## config.mk

```make
export PLATFORM = sky130hd
export DESIGN_NAME = sha1_stream_hash_top_flat
export DESIGN_NICKNAME = d
export VERILOG_FILES = /design/src/hdl/sha1sh_pkg.sv /design/src/hdl/sha1sh_if.sv /design/src/hdl/sha1sh_front.sv /design/src/hdl/sha1sh_core.sv /design/src/hdl/sha1_stream_hash_top.sv /design/src/flat_wrapper.sv
export SDC_FILE = /design/constraint.sdc
export NUM_CORES = 2
export LEC_CHECK = 0
export CORE_ASPECT_RATIO = 0.75
export CORE_MARGIN = 2
export CORE_UTILIZATION = 30
export CTS_CLUSTER_SIZE = 10
export DETAILED_ROUTE_END_ITERATION = 6
export DONT_BUFFER_PORTS = 1
export HOLD_SLACK_MARGIN = 0.15
export PLACE_DENSITY = 0.5
export SKIP_CTS_REPAIR_TIMING = 1
export SYNTH_ARGS = -nofsm -noshare
export SYNTH_HDL_FRONTEND = slang
export SYNTH_SLANG_ARGS = --single-unit
```

## constraint.sdc

```tcl
create_clock -name clk -period 15.32 [get_ports clk]
set_input_delay 0 -clock clk [delete_from_list [all_inputs] [get_ports clk]]
set_output_delay 0 -clock clk [all_outputs]
set_load 0.05 [all_outputs]
```

## src/hdl/sha1sh_pkg.sv

```systemverilog
// shared types and constants of the sha1 stream hasher
// no dependencies
`default_nettype none

package sha1sh_pkg;

    localparam int QUEUE_DEPTH = 4;

    // input op codes
    localparam logic [1:0] OP_BEGIN  = 2'd0;
    localparam logic [1:0] OP_BYTE   = 2'd1;
    localparam logic [1:0] OP_FINISH = 2'd2;

    typedef enum logic [1:0] {
        CMD_BEGIN  = 2'd0,
        CMD_BYTE   = 2'd1,
        CMD_FINISH = 2'd2
    } cmd_kind_t;

    typedef struct packed {
        cmd_kind_t  kind;
        logic [7:0] data;
    } cmd_t;

    localparam logic [31:0] IV0 = 32'h67452301;
    localparam logic [31:0] IV1 = 32'hefcdab89;
    localparam logic [31:0] IV2 = 32'h98badcfe;
    localparam logic [31:0] IV3 = 32'h10325476;
    localparam logic [31:0] IV4 = 32'hc3d2e1f0;

    localparam logic [31:0] K0 = 32'h5a827999;
    localparam logic [31:0] K1 = 32'h6ed9eba1;
    localparam logic [31:0] K2 = 32'h8f1bbcdc;
    localparam logic [31:0] K3 = 32'hca62c1d6;

    localparam logic [7:0] PAD_BYTE = 8'h80;

endpackage

`default_nettype wire

```

## src/hdl/sha1sh_if.sv

```systemverilog
// valid/ready channel interfaces of the sha1 stream hasher
// no dependencies
`default_nettype none

interface sha1sh_in_if;
    logic       valid;
    logic       ready;
    logic [1:0] op;
    logic [7:0] data_byte;

    modport source (output valid, output op, output data_byte, input ready);
    modport sink   (input valid, input op, input data_byte, output ready);
    modport mon    (input valid, input op, input data_byte, input ready);
endinterface

interface sha1sh_out_if;
    logic        valid;
    logic        ready;
    logic [31:0] digest_word0;
    logic [31:0] digest_word1;
    logic [31:0] digest_word2;
    logic [31:0] digest_word3;
    logic [31:0] digest_word4;

    modport source (output valid, output digest_word0, output digest_word1,
                    output digest_word2, output digest_word3, output digest_word4,
                    input ready);
    modport sink   (input valid, input digest_word0, input digest_word1,
                    input digest_word2, input digest_word3, input digest_word4,
                    output ready);
    modport mon    (input valid, input digest_word0, input digest_word1,
                    input digest_word2, input digest_word3, input digest_word4,
                    input ready);
endinterface

`default_nettype wire

```

## src/hdl/sha1sh_front.sv

```systemverilog
// front end: accepts input words, classifies the op and queues commands
// depends on sha1sh_pkg and sha1sh_if
`default_nettype none

module sha1sh_front #(
    parameter int DEPTH = sha1sh_pkg::QUEUE_DEPTH
) (
    input  wire logic          clk,
    input  wire logic          rst_n,
    sha1sh_in_if.sink          in_chan,
    output sha1sh_pkg::cmd_t   cmd,
    output logic               cmd_valid,
    input  wire logic          cmd_ready
);

    localparam int PTR_W = (DEPTH > 1) ? $clog2(DEPTH) : 1;
    localparam int CNT_W = $clog2(DEPTH + 1);

    sha1sh_pkg::cmd_t slot_reg [DEPTH];
    logic [PTR_W-1:0] wr_ptr_reg, wr_ptr_next;
    logic [PTR_W-1:0] rd_ptr_reg, rd_ptr_next;
    logic [CNT_W-1:0] count_reg, count_next;

    sha1sh_pkg::cmd_t in_cmd;
    logic             keep;
    logic             push;
    logic             pop;

    // unused op code is accepted and dropped
    always_comb
    begin
        in_cmd.data = in_chan.data_byte;
        keep        = 1'b1;
        unique case (in_chan.op)
            sha1sh_pkg::OP_BEGIN:  in_cmd.kind = sha1sh_pkg::CMD_BEGIN;
            sha1sh_pkg::OP_BYTE:   in_cmd.kind = sha1sh_pkg::CMD_BYTE;
            sha1sh_pkg::OP_FINISH: in_cmd.kind = sha1sh_pkg::CMD_FINISH;
            default:
            begin
                in_cmd.kind = sha1sh_pkg::CMD_BEGIN;
                keep        = 1'b0;
            end
        endcase
    end

    assign in_chan.ready = (count_reg != CNT_W'(DEPTH));
    assign push          = in_chan.valid && in_chan.ready && keep;
    assign cmd_valid     = (count_reg != '0);
    assign pop           = cmd_valid && cmd_ready;
    assign cmd           = slot_reg[rd_ptr_reg];

    always_comb
    begin
        wr_ptr_next = wr_ptr_reg;
        rd_ptr_next = rd_ptr_reg;
        count_next  = count_reg;
        if (push)
        begin
            wr_ptr_next = (wr_ptr_reg == PTR_W'(DEPTH - 1)) ? '0 : wr_ptr_reg + PTR_W'(1);
        end
        if (pop)
        begin
            rd_ptr_next = (rd_ptr_reg == PTR_W'(DEPTH - 1)) ? '0 : rd_ptr_reg + PTR_W'(1);
        end
        if (push && !pop)
        begin
            count_next = count_reg + CNT_W'(1);
        end
        else if (pop && !push)
        begin
            count_next = count_reg - CNT_W'(1);
        end
    end

    always_ff @(posedge clk or negedge rst_n)
    begin
        if (!rst_n)
        begin
            wr_ptr_reg <= '0;
            rd_ptr_reg <= '0;
            count_reg  <= '0;
        end
        else
        begin
            wr_ptr_reg <= wr_ptr_next;
            rd_ptr_reg <= rd_ptr_next;
            count_reg  <= count_next;
        end
    end

    always_ff @(posedge clk)
    begin
        if (push)
        begin
            slot_reg[wr_ptr_reg] <= in_cmd;
        end
    end

endmodule

`default_nettype wire

```

## src/hdl/sha1sh_core.sv

```systemverilog
// back end: block buffer, padding sequencer and one-round-per-cycle compression
// depends on sha1sh_pkg and sha1sh_if
`default_nettype none

module sha1sh_core (
    input  wire logic              clk,
    input  wire logic              rst_n,
    input  wire sha1sh_pkg::cmd_t  cmd,
    input  wire logic              cmd_valid,
    output logic                   cmd_ready,
    sha1sh_out_if.source           out_chan
);

    typedef enum logic [4:0] {
        ST_IDLE  = 5'b00001,
        ST_PAD   = 5'b00010,
        ST_ROUND = 5'b00100,
        ST_ADD   = 5'b01000,
        ST_OUT   = 5'b10000
    } state_t;

    localparam logic [6:0] LAST_ROUND = 7'd79;
    localparam logic [3:0] LEN_BYTES  = 4'd8;
    localparam logic [5:0] LAST_FILL  = 6'd63;
    localparam logic [5:0] LEN_FILL   = 6'd56;

    state_t      state_reg, state_next;
    logic [31:0] chain_reg [5];
    logic [31:0] chain_next [5];
    logic [31:0] count_reg, count_next;
    logic [5:0]  fill_reg, fill_next;
    logic [6:0]  round_reg, round_next;
    logic        padding_reg, padding_next;
    logic        pad_first_reg, pad_first_next;
    logic [3:0]  len_cnt_reg, len_cnt_next;
    logic [63:0] len_reg, len_next;

    // block buffer doubles as the message schedule window, word 0 is the current w
    logic [31:0] buf_reg [16];
    logic [31:0] a_reg, b_reg, c_reg, d_reg, e_reg;

    logic        push_en;
    logic [7:0]  push_byte;
    logic        load_work;
    logic        round_en;
    logic [31:0] f_val, k_val, t_val, w_new;

    assign cmd_ready             = (state_reg == ST_IDLE);
    assign out_chan.valid        = (state_reg == ST_OUT);
    assign out_chan.digest_word0 = chain_reg[0];
    assign out_chan.digest_word1 = chain_reg[1];
    assign out_chan.digest_word2 = chain_reg[2];
    assign out_chan.digest_word3 = chain_reg[3];
    assign out_chan.digest_word4 = chain_reg[4];

    always_comb
    begin
        priority if (round_reg < 7'd20)
        begin
            f_val = d_reg ^ (b_reg & (c_reg ^ d_reg));
            k_val = sha1sh_pkg::K0;
        end
        else if (round_reg < 7'd40)
        begin
            f_val = b_reg ^ c_reg ^ d_reg;
            k_val = sha1sh_pkg::K1;
        end
        else if (round_reg < 7'd60)
        begin
            f_val = (b_reg & c_reg) | (d_reg & (b_reg | c_reg));
            k_val = sha1sh_pkg::K2;
        end
        else
        begin
            f_val = b_reg ^ c_reg ^ d_reg;
            k_val = sha1sh_pkg::K3;
        end
        t_val = {a_reg[26:0], a_reg[31:27]} + f_val + e_reg + k_val + buf_reg[0];
    end

    // w[t+16] from the window w[t..t+15]
    always_comb
    begin
        logic [31:0] x;
        x     = buf_reg[13] ^ buf_reg[8] ^ buf_reg[2] ^ buf_reg[0];
        w_new = {x[30:0], x[31]};
    end

    always_comb
    begin
        state_next     = state_reg;
        chain_next     = chain_reg;
        count_next     = count_reg;
        fill_next      = fill_reg;
        round_next     = round_reg;
        padding_next   = padding_reg;
        pad_first_next = pad_first_reg;
        len_cnt_next   = len_cnt_reg;
        len_next       = len_reg;
        push_en        = 1'b0;
        push_byte      = 8'h00;
        load_work      = 1'b0;
        round_en       = 1'b0;

        unique case (state_reg)
            ST_IDLE:
            begin
                if (cmd_valid)
                begin
                    unique case (cmd.kind)
                        sha1sh_pkg::CMD_BEGIN:
                        begin
                            chain_next[0] = sha1sh_pkg::IV0;
                            chain_next[1] = sha1sh_pkg::IV1;
                            chain_next[2] = sha1sh_pkg::IV2;
                            chain_next[3] = sha1sh_pkg::IV3;
                            chain_next[4] = sha1sh_pkg::IV4;
                            count_next    = '0;
                            fill_next     = '0;
                        end
                        sha1sh_pkg::CMD_BYTE:
                        begin
                            count_next = count_reg + 32'd1;
                            push_en    = 1'b1;
                            push_byte  = cmd.data;
                        end
                        sha1sh_pkg::CMD_FINISH:
                        begin
                            padding_next   = 1'b1;
                            pad_first_next = 1'b1;
                            len_cnt_next   = '0;
                            // bit length, only the low 35 bits can be nonzero
                            len_next       = {29'd0, count_reg, 3'd0};
                            state_next     = ST_PAD;
                        end
                        default:
                        begin
                        end
                    endcase
                end
            end
            ST_PAD:
            begin
                push_en = 1'b1;
                priority if (pad_first_reg)
                begin
                    push_byte      = sha1sh_pkg::PAD_BYTE;
                    pad_first_next = 1'b0;
                end
                else if (len_cnt_reg == '0 && fill_reg != LEN_FILL)
                begin
                    push_byte = 8'h00;
                end
                else
                begin
                    push_byte    = len_reg[63:56];
                    len_next     = {len_reg[55:0], 8'h00};
                    len_cnt_next = len_cnt_reg + 4'd1;
                end
            end
            ST_ROUND:
            begin
                round_en   = 1'b1;
                round_next = round_reg + 7'd1;
                if (round_reg == LAST_ROUND)
                begin
                    state_next = ST_ADD;
                end
            end
            ST_ADD:
            begin
                chain_next[0] = chain_reg[0] + a_reg;
                chain_next[1] = chain_reg[1] + b_reg;
                chain_next[2] = chain_reg[2] + c_reg;
                chain_next[3] = chain_reg[3] + d_reg;
                chain_next[4] = chain_reg[4] + e_reg;
                priority if (padding_reg && len_cnt_reg == LEN_BYTES)
                begin
                    padding_next = 1'b0;
                    state_next   = ST_OUT;
                end
                else if (padding_reg)
                begin
                    state_next = ST_PAD;
                end
                else
                begin
                    state_next = ST_IDLE;
                end
            end
            ST_OUT:
            begin
                if (out_chan.ready)
                begin
                    state_next = ST_IDLE;
                end
            end
            default:
            begin
                state_next = ST_IDLE;
            end
        endcase

        // a full block starts the compression
        if (push_en)
        begin
            fill_next = fill_reg + 6'd1;
            if (fill_reg == LAST_FILL)
            begin
                state_next = ST_ROUND;
                round_next = '0;
                load_work  = 1'b1;
            end
        end
    end

    always_ff @(posedge clk or negedge rst_n)
    begin
        if (!rst_n)
        begin
            state_reg     <= ST_IDLE;
            chain_reg[0]  <= sha1sh_pkg::IV0;
            chain_reg[1]  <= sha1sh_pkg::IV1;
            chain_reg[2]  <= sha1sh_pkg::IV2;
            chain_reg[3]  <= sha1sh_pkg::IV3;
            chain_reg[4]  <= sha1sh_pkg::IV4;
            count_reg     <= '0;
            fill_reg      <= '0;
            round_reg     <= '0;
            padding_reg   <= 1'b0;
            pad_first_reg <= 1'b0;
            len_cnt_reg   <= '0;
        end
        else
        begin
            state_reg     <= state_next;
            chain_reg     <= chain_next;
            count_reg     <= count_next;
            fill_reg      <= fill_next;
            round_reg     <= round_next;
            padding_reg   <= padding_next;
            pad_first_reg <= pad_first_next;
            len_cnt_reg   <= len_cnt_next;
        end
    end

    always_ff @(posedge clk)
    begin
        len_reg <= len_next;
        if (push_en)
        begin
            // whole block shifts left by one byte, new byte lands at the end
            for (int i = 0; i < 15; i++)
            begin
                buf_reg[i] <= {buf_reg[i][23:0], buf_reg[i+1][31:24]};
            end
            buf_reg[15] <= {buf_reg[15][23:0], push_byte};
        end
        else if (round_en)
        begin
            for (int i = 0; i < 15; i++)
            begin
                buf_reg[i] <= buf_reg[i+1];
            end
            buf_reg[15] <= w_new;
        end

        if (load_work)
        begin
            a_reg <= chain_reg[0];
            b_reg <= chain_reg[1];
            c_reg <= chain_reg[2];
            d_reg <= chain_reg[3];
            e_reg <= chain_reg[4];
        end
        else if (round_en)
        begin
            a_reg <= t_val;
            b_reg <= a_reg;
            c_reg <= {b_reg[1:0], b_reg[31:2]};
            d_reg <= c_reg;
            e_reg <= d_reg;
        end
    end

endmodule

`default_nettype wire

```

## src/hdl/sha1_stream_hash_top.sv

```systemverilog
// top level of the streaming sha1 hasher: command queue front end and hash core
// depends on sha1sh_pkg, sha1sh_if, sha1sh_front and sha1sh_core
`default_nettype none

//  channel    dir   payload                          handshake
//  in_chan    in    op[1:0], data_byte[7:0]          valid/ready
//  out_chan   out   digest_word0..digest_word4[31:0] valid/ready
//
//  a queue of QUEUE_DEPTH words sits between front and core; in_chan.ready drops only when full
//  core: takes a begin or data word while idle; a block-filling word runs 80 rounds, then the add
//  finish: pushes the pad and length bytes, compresses each full block, then the digest waits
//  the digest is held in the chaining register until out_chan takes it; the queue keeps filling
//  reset loads the standard initial chaining words; no clearing pass, the block buffer is not reset

module sha1_stream_hash_top #(
    parameter int QUEUE_DEPTH = sha1sh_pkg::QUEUE_DEPTH
) (
    input  wire logic     clk,
    input  wire logic     rst_n,
    sha1sh_in_if.sink     in_chan,
    sha1sh_out_if.source  out_chan
);

    sha1sh_pkg::cmd_t cmd;
    logic             cmd_valid;
    logic             cmd_ready;

    sha1sh_front #(
        .DEPTH (QUEUE_DEPTH)
    ) u_front (
        .clk       (clk),
        .rst_n     (rst_n),
        .in_chan   (in_chan),
        .cmd       (cmd),
        .cmd_valid (cmd_valid),
        .cmd_ready (cmd_ready)
    );

    sha1sh_core u_core (
        .clk       (clk),
        .rst_n     (rst_n),
        .cmd       (cmd),
        .cmd_valid (cmd_valid),
        .cmd_ready (cmd_ready),
        .out_chan  (out_chan)
    );

endmodule

`default_nettype wire

```

## src/flat_wrapper.sv

```systemverilog
// flat-port wrapper written by rule: the top's interface ports become plain ports
module sha1_stream_hash_top_flat 
#(
    parameter int QUEUE_DEPTH = sha1sh_pkg::QUEUE_DEPTH
)
  (clk, rst_n, in_chan_valid, in_chan_op, in_chan_data_byte, in_chan_ready, out_chan_valid, out_chan_digest_word0, out_chan_digest_word1, out_chan_digest_word2, out_chan_digest_word3, out_chan_digest_word4, out_chan_ready);
  sha1sh_in_if in_chan_i ();
  sha1sh_out_if out_chan_i ();
  input  wire logic clk;
  input  wire logic rst_n;
  input wire logic [$bits(in_chan_i.valid)-1:0] in_chan_valid;
  input wire logic [$bits(in_chan_i.op)-1:0] in_chan_op;
  input wire logic [$bits(in_chan_i.data_byte)-1:0] in_chan_data_byte;
  output wire logic [$bits(in_chan_i.ready)-1:0] in_chan_ready;
  output wire logic [$bits(out_chan_i.valid)-1:0] out_chan_valid;
  output wire logic [$bits(out_chan_i.digest_word0)-1:0] out_chan_digest_word0;
  output wire logic [$bits(out_chan_i.digest_word1)-1:0] out_chan_digest_word1;
  output wire logic [$bits(out_chan_i.digest_word2)-1:0] out_chan_digest_word2;
  output wire logic [$bits(out_chan_i.digest_word3)-1:0] out_chan_digest_word3;
  output wire logic [$bits(out_chan_i.digest_word4)-1:0] out_chan_digest_word4;
  input wire logic [$bits(out_chan_i.ready)-1:0] out_chan_ready;
  assign in_chan_i.valid = in_chan_valid;
  assign in_chan_i.op = in_chan_op;
  assign in_chan_i.data_byte = in_chan_data_byte;
  assign in_chan_ready = in_chan_i.ready;
  assign out_chan_valid = out_chan_i.valid;
  assign out_chan_digest_word0 = out_chan_i.digest_word0;
  assign out_chan_digest_word1 = out_chan_i.digest_word1;
  assign out_chan_digest_word2 = out_chan_i.digest_word2;
  assign out_chan_digest_word3 = out_chan_i.digest_word3;
  assign out_chan_digest_word4 = out_chan_i.digest_word4;
  assign out_chan_i.ready = out_chan_ready;
  sha1_stream_hash_top #(.QUEUE_DEPTH(QUEUE_DEPTH)) u_core (.clk(clk), .rst_n(rst_n), .in_chan(in_chan_i), .out_chan(out_chan_i));
endmodule
```

# == After elaboration in Yosys (flattened, before gate mapping) ==
# Memories as Yosys holds them, arrays and structs flattened.
# Index checks and enable logic that the tools add are counted.
# op_classes
n_addsub,17
magnitude_cmp,3
eq_ne,22
muxes,91
n_bitwise,28
n_reduce_logical,28
# ops
op,n
two-way mux 32 bit,31
two-way mux 160 bit,2
case mux 160 bit (2 select lines),1
adder 32 bit,9
two-way mux 64 bit,4
bitwise XOR 32 bit,7
case mux 64 bit (2 select lines),1
AND 32 bit,3
bitwise OR 32 bit,2
case mux 32 bit (2 select lines),1
two-way mux 5 bit,7
"adder 32 x 1 -> 32 bit, second input constant",1
two-way mux 8 bit,4
two-way mux 31 bit,1
case mux 5 bit (5 select lines),1
two-way mux 6 bit,4
two-way mux 7 bit,3
two-way mux 1 bit,16
two-way mux 4 bit,4
bitwise OR 1 bit,16
case mux 8 bit (2 select lines),1
nonzero test 2 bit,8
"less-than comparator 7 x 6 -> 1 bit, second input constant",2
"inequality test 2 bit, second input constant",6
33 further kinds,54
# totals
regBits,447
ram_bits,552
inputBits,14
output_inout_bits,162
word_cells,212
n_memories,2
# memory_table
memory,depth,width,read_ports,rd_ports_with_merged_regs,wr,line_no,rtl
u_core.u_core.buf_reg,16,32,16,0,16,sha1sh_core.sv:39,logic [31:0] buf_reg [16];
u_core.u_front.slot_reg,4,10,1,0,1,sha1sh_front.sv:19,sha1sh_pkg::cmd_t slot_reg [DEPTH];

# == Logic depth before layout (Yosys ltp) ==
# logic_depth
word_depth,12
ltp_mapped,27

# == By module ==
# From an unflattened synthesis, not the netlist that was laid out.
# hier_totals
cells_unflattened,5602
hier_area_um2,54907.7
# by_module_without_submodules
module,instances,cells_each,area_per_inst_um2,seq_area_each_um2
sha1sh_core,1,5510,53005.8,27517.6
sha1sh_front,1,92,1901.8,1376.3

# == Worst setup path before layout ==
# OpenSTA, ideal clock, no wires.
# synth_timing
path_kind,reg-to-reg
start,register u_core.u_front.rd_ptr_reg[1]
end,"memory u_core.u_core.buf_reg[0][0], enable pin"
arrival_time_ns,10.467
required_ns,11.688
slack_ns,1.221
stages_incl_launch_ff,10
path_buffers,3
period_less_slack_ns,14.099
cell_sequence,dfrtp_1 buf_2 mux2i_1 nand2_1 o21ai_1 nor3_2 nor2_1 clkbuf_1 clkbuf_1 nand2_1
# synth_lines
element,line_no,rtl
"start, declared",sha1sh_front.sv:21,"logic [PTR_W-1:0] rd_ptr_reg, rd_ptr_next;"
"start signal, assigned",sha1sh_front.sv:86,rd_ptr_reg <= rd_ptr_next;
"end, declared",sha1sh_core.sv:39,

# == Worst setup path after layout ==
# layout_timing
start,register u_core.u_core.round_reg[4]
end,register u_core.u_core.a_reg[29] (data pin)
# layout_via
elab_chain_cells,10
# layout_lines
element,line_no,rtl
"start, declared",sha1sh_core.sv:32,"logic [6:0] round_reg, round_next;"
"start signal, assigned",sha1sh_core.sv:240,round_reg <= round_next;
less-than comparator 7 x 6 -> 1 bit,sha1sh_core.sv:68,else if (round_reg < 7'd60)
two-way mux 32 bit,sha1sh_core.sv:68,
two-way mux 32 bit,sha1sh_core.sv:63,else if (round_reg < 7'd40)
two-way mux 32 bit,sha1sh_core.sv:58,priority if (round_reg < 7'd20)
adder 32 bit (2 in series),sha1sh_core.sv:78,"t_val = {a_reg[26:0], a_reg[31:27]} + f_val + e_reg + k_val + buf_reg[0];"
adder 32 bit (*) (2 in series),sha1sh_core.sv:78,
two-way mux 32 bit (*),sha1sh_core.sv:276,else if (round_en)
two-way mux 32 bit (*),sha1sh_core.sv:268,if (load_work)
"end signal, assigned",sha1sh_core.sv:270,a_reg <= chain_reg[0];
"end signal, assigned",sha1sh_core.sv:278,a_reg <= t_val;
"end, declared",sha1sh_core.sv:40,"logic [31:0] a_reg, b_reg, c_reg, d_reg, e_reg;"
# Mark *: on every way between the ends. The rest lies on a longest branch, timed or not. The select of a mux whose other input is x is not followed.
# A chain may end at the register's enable or synchronous reset.

==> flow_metrics.tcl <==
set metrics [dict create \
    run_status "finished, violations left" \
    failed_checks "slew limit" \
    use_met1_pct 26.67 \
    final.min_clock_period_ns 8.671 \
    power_density_mw_per_mm2 167.0 \
    grt-ovfl-total 0 \
    detailedPlace.worstSlack_ns 6.982 \
    maxSlewViolCount 71 \
    crit_path_max_fanout 18 \
    synth_area_mm2 0.05468 \
    numPortBuffers 0 \
    cts_max_level 3 \
    period_share_pct 56.60 \
    timing.critical_path.to_type "flop" \
    hold_class "in -> async" \
    maxSlewHeadroom_pct -9.452 \
    worst_skew_pair.late_latency_ns 0.77 \
    die_w_um 497.0 \
    worst-endpoint-required_ns 15.78 \
    cellInternalPower_mw 6.549 \
    criticalPathCategory "reg -> reg" \
    initial_antenna_violation_count 7 \
    fin_tns_setup_ns 0 \
    drive_above_1_share_pct 5.944 \
    clock_input_transition_at_the_sequential_cells_of_the_worst_setup_and_hold_paths_ns 0.06 \
    avgRoutedWirePerCell_um 20.72 \
    cp_data_arrival_time_ns 9.13 \
    maxClockFrequency_mhz 115.3 \
    crit_path_start_kind "flop" \
    rsz0062_at_grt "false" \
    clock_tree.buffer_depth 3 \
    pwr-share-clk_pct 25.4 \
    core_mm2 0.1809 \
    post-route-drc-count 0 \
    cts_made_buffers 113 \
    detail_route.vias_per_cell 4.980 \
    postSynth.topFlopCell "sky130_fd_sc_hd__edfxtp_1" \
    top_level_ports 176 \
    drv.max_cap_violation_count 0 \
    final_hold_viol_count 0 \
    switching_power_of_the_nets_mw 3.610 \
    count_of_vias_placed_by_the_detailed_router 39760 \
    use_met2_pct 24.21 \
    grt_pass1_vias 37270 \
    cts_tree "built" \
    p_seq_share_pct 47.1 \
    global_route_wire_length_before_repair_um 247100 \
    drt-pass1-iter-count 6 \
    p_leak_nw 25.24 \
    detailed_place_hpwl_um 116600 \
    drt_wl_total_um 165400 \
    synth_cell_type_count 85 \
    vdd_ir_drop_max_mv 0.1090 \
    yosysWarningCount 0 \
    areaGrowthSynthToFinish_pct 11.28 \
    grt.met3_usage_pct 4.406 \
    gr-max-usage-layer "met1" \
    floorplan.initialDensity_pct 30.23 \
    synth-edff-count 773 \
    setup_viol 0 \
    grt_usage_pct 17.37 \
    largest_reg_flops 512 \
    globalplace.congestion 0.9252 \
    synth.ff_latch_count 996 \
    synth-async-reset-ratio_pct 22.39 \
    placementRows 135 \
    tightest_slew_ns 1.642 \
    synth.yosys.seq_area_share_pct 52.84 \
    fp.dieArea_mm2 0.1857 \
    grt_start_max_net_pins 224 \
    drt.antenna.violating_nets 0 \
    numClockSinks 996 \
    syn_area_per_cell_um2 9.870 \
    syn-num-nets 5883 \
    combinational_share_of_power_pct 27.5 \
    syn-instance-count 5540 \
    final_nets 5827 \
    drtIter0Drc 4079 \
    clock-skew-final_ns 0.05585 \
    switching_fraction_pct 35.54 \
    clock_tree_root "sky130_fd_sc_hd__clkbuf_16" \
    die_height_um 373.7 \
    fin_ws_ns 6.649 \
]
-- power groups by stage --
stage | Clock, mW | Combinational (mW) | Sequential [mW]
floorplan | 0 | 1.88 | 4.93
global placement | 0 | 2.76 | 4.83
detailed placement | 0 | 2.79 | 4.83
CTS | 2.65 | 2.80 | 4.79
global route | 2.75 | 3.16 | 4.89
finish | 2.58 | 2.79 | 4.78
-- metal layers --
| layer | wire length (um) | vias up |
|---|---|---|
| met4 | 3060 | 6 |
| met2 | 67200 | 1123 |
| met3 | 13040 | 181 |
| li1 | - | 18790 |
| met5 | 43 | - |
| met1 | 82090 | 19660 |
-- placed cells by master, fill, tap and decap left out, types with 79 or more instances in the layout --
cell	n
sky130_fd_sc_hd__dfrtp_1	142
sky130_fd_sc_hd__a21o_1	102
sky130_fd_sc_hd__a21oi_1	204
sky130_fd_sc_hd__clkbuf_1	86
sky130_fd_sc_hd__nand2_1	2044
sky130_fd_sc_hd__xnor2_1	188
sky130_fd_sc_hd__nand3_1	79
sky130_fd_sc_hd__edfxtp_1	773
sky130_fd_sc_hd__fa_1	126
sky130_fd_sc_hd__o21ai_0	274
sky130_fd_sc_hd__nor2_1	163
sky130_fd_sc_hd__inv_1	242
sky130_fd_sc_hd__ha_1	203
sky130_fd_sc_hd__clkbuf_16	115
sky130_fd_sc_hd__xor2_1	111
sky130_fd_sc_hd__dfstp_2	81
-- worst max-delay path: stages (launching register included) --
cell,delay (ns)
sky130_fd_sc_hd__dfrtp_1,0.47
sky130_fd_sc_hd__a41oi_1,1.00
sky130_fd_sc_hd__inv_1,0.29
sky130_fd_sc_hd__nor2_2,0.95
sky130_fd_sc_hd__inv_2,0.44
sky130_fd_sc_hd__a222oi_1,0.48
sky130_fd_sc_hd__fa_1,0.52
sky130_fd_sc_hd__fa_1,0.48
sky130_fd_sc_hd__fa_1,0.49
sky130_fd_sc_hd__inv_1,0.05
sky130_fd_sc_hd__ha_1,0.19
sky130_fd_sc_hd__inv_1,0.09
sky130_fd_sc_hd__fa_1,0.23
sky130_fd_sc_hd__nor2b_1,0.06
sky130_fd_sc_hd__o21ai_1,0.15
sky130_fd_sc_hd__a21boi_0,0.23
sky130_fd_sc_hd__o311ai_1,0.61
sky130_fd_sc_hd__a211oi_1,0.23
sky130_fd_sc_hd__o31ai_1,0.74
sky130_fd_sc_hd__a21oi_1,0.15
sky130_fd_sc_hd__a21oi_1,0.21
sky130_fd_sc_hd__xor2_1,0.17
sky130_fd_sc_hd__o21ai_0,0.09
-- stage by stage --
stage | cell area [um2] | std cells | total power, mW | util [%] | hold slack, ns
2_1_floorplan | 54680 | 5540 | 6.814 | - | -0.2956
3_3_place_gp | 57170 | 7741 | 7.586 | 31.60 | -0.2863
3_5_place_dp | 57170 | 7741 | 7.616 | 31.60 | -0.2844
4_1_cts | 60580 | 7957 | 10.24 | 33.48 | -1.100
5_1_grt | 60840 | 7982 | 10.79 | 33.63 | 0.1763
6_report | 60850 | 7983 | 10.16 | 33.63 | 0.06161
-- path summary, 6_finish.rpt --
path / startpoint / to / slack [ns] / cells after the start
setup / recovery: u_core.u_core.round_reg[4] / u_core.u_core.a_reg[29] / 6.65 / 22
hold / removal: rst_n / u_core.u_core.out_chan.digest_word4[10] / 0.06 / 2
setup reg to reg: u_core.u_core.round_reg[4] / u_core.u_core.a_reg[29] / 6.65 / 22
hold reg to reg: u_core.u_front.count_reg[2] / u_core.u_front.count_reg[2] / 0.50 / 1
max in group asynchronous: rst_n / u_core.u_front.wr_ptr_reg[1] / 13.85 / 2
min in group clk: out_chan_ready / u_core.u_core.state_reg[0] / 0.18 / 5
-- logic make-up after synthesis --
kind of cell             synth area share, %
AND/OR/NAND/NOR                        18.91
flip-flops                             52.84
AO/OA/AOI/OAI                          9.675
buffers and inverters                  3.329
adder cells (fa/ha/maj)                9.258
XOR/XNOR                               4.789
multiplexers                           1.190
-- cell usage after synthesis, types with 17 or more instances --
master                        n  share of area [%]
sky130_fd_sc_hd__mux2i_1     20               0.37
sky130_fd_sc_hd__xnor2_1    188                3.0
sky130_fd_sc_hd__buf_2       21               0.19
sky130_fd_sc_hd__and2_1      53               0.61
sky130_fd_sc_hd__nand2_1   2049                 14
sky130_fd_sc_hd__inv_1      242                1.7
sky130_fd_sc_hd__edfxtp_1   773                 42
sky130_fd_sc_hd__nand4_1     26               0.30
sky130_fd_sc_hd__fa_1       126                4.6
sky130_fd_sc_hd__dfstp_2     81                3.9
sky130_fd_sc_hd__o21a_1      24               0.33
sky130_fd_sc_hd__nor3_1      50               0.46
sky130_fd_sc_hd__o21ai_0    274                2.5
sky130_fd_sc_hd__clkbuf_1   201                1.4
sky130_fd_sc_hd__nor2_1     166                1.1
sky130_fd_sc_hd__o21bai_1    17               0.23
sky130_fd_sc_hd__nand2b_1    28               0.32
sky130_fd_sc_hd__o211ai_1    18               0.25
sky130_fd_sc_hd__xor2_1     111                1.8
sky130_fd_sc_hd__a222oi_1    17               0.31
sky130_fd_sc_hd__mux2_2      22               0.45
sky130_fd_sc_hd__ha_1       203                4.6
sky130_fd_sc_hd__nand3_1     79               0.72
sky130_fd_sc_hd__a21oi_1    204                1.9
sky130_fd_sc_hd__dfrtp_1    142                6.5
sky130_fd_sc_hd__and3_1      26               0.30
sky130_fd_sc_hd__a21o_1     102                1.4
sky130_fd_sc_hd__a31oi_1     24               0.27
sky130_fd_sc_hd__a211oi_1    27               0.37
-- cell type report --
class | count | area [um2]
Sequential cell | 996 | 28890
Antenna cell | 1 | 2.502
Clock buffer | 207 | 3283
Multi-Input combinational cell | 4066 | 24050
Clock inverter | 9 | 125.1
Tap cell | 2397 | 2999
Inverter | 244 | 915.9
Fill cell | 18430 | 120100
Timing Repair Buffer | 63 | 578.1
Note: power is estimated with default switching activity, not from simulation.
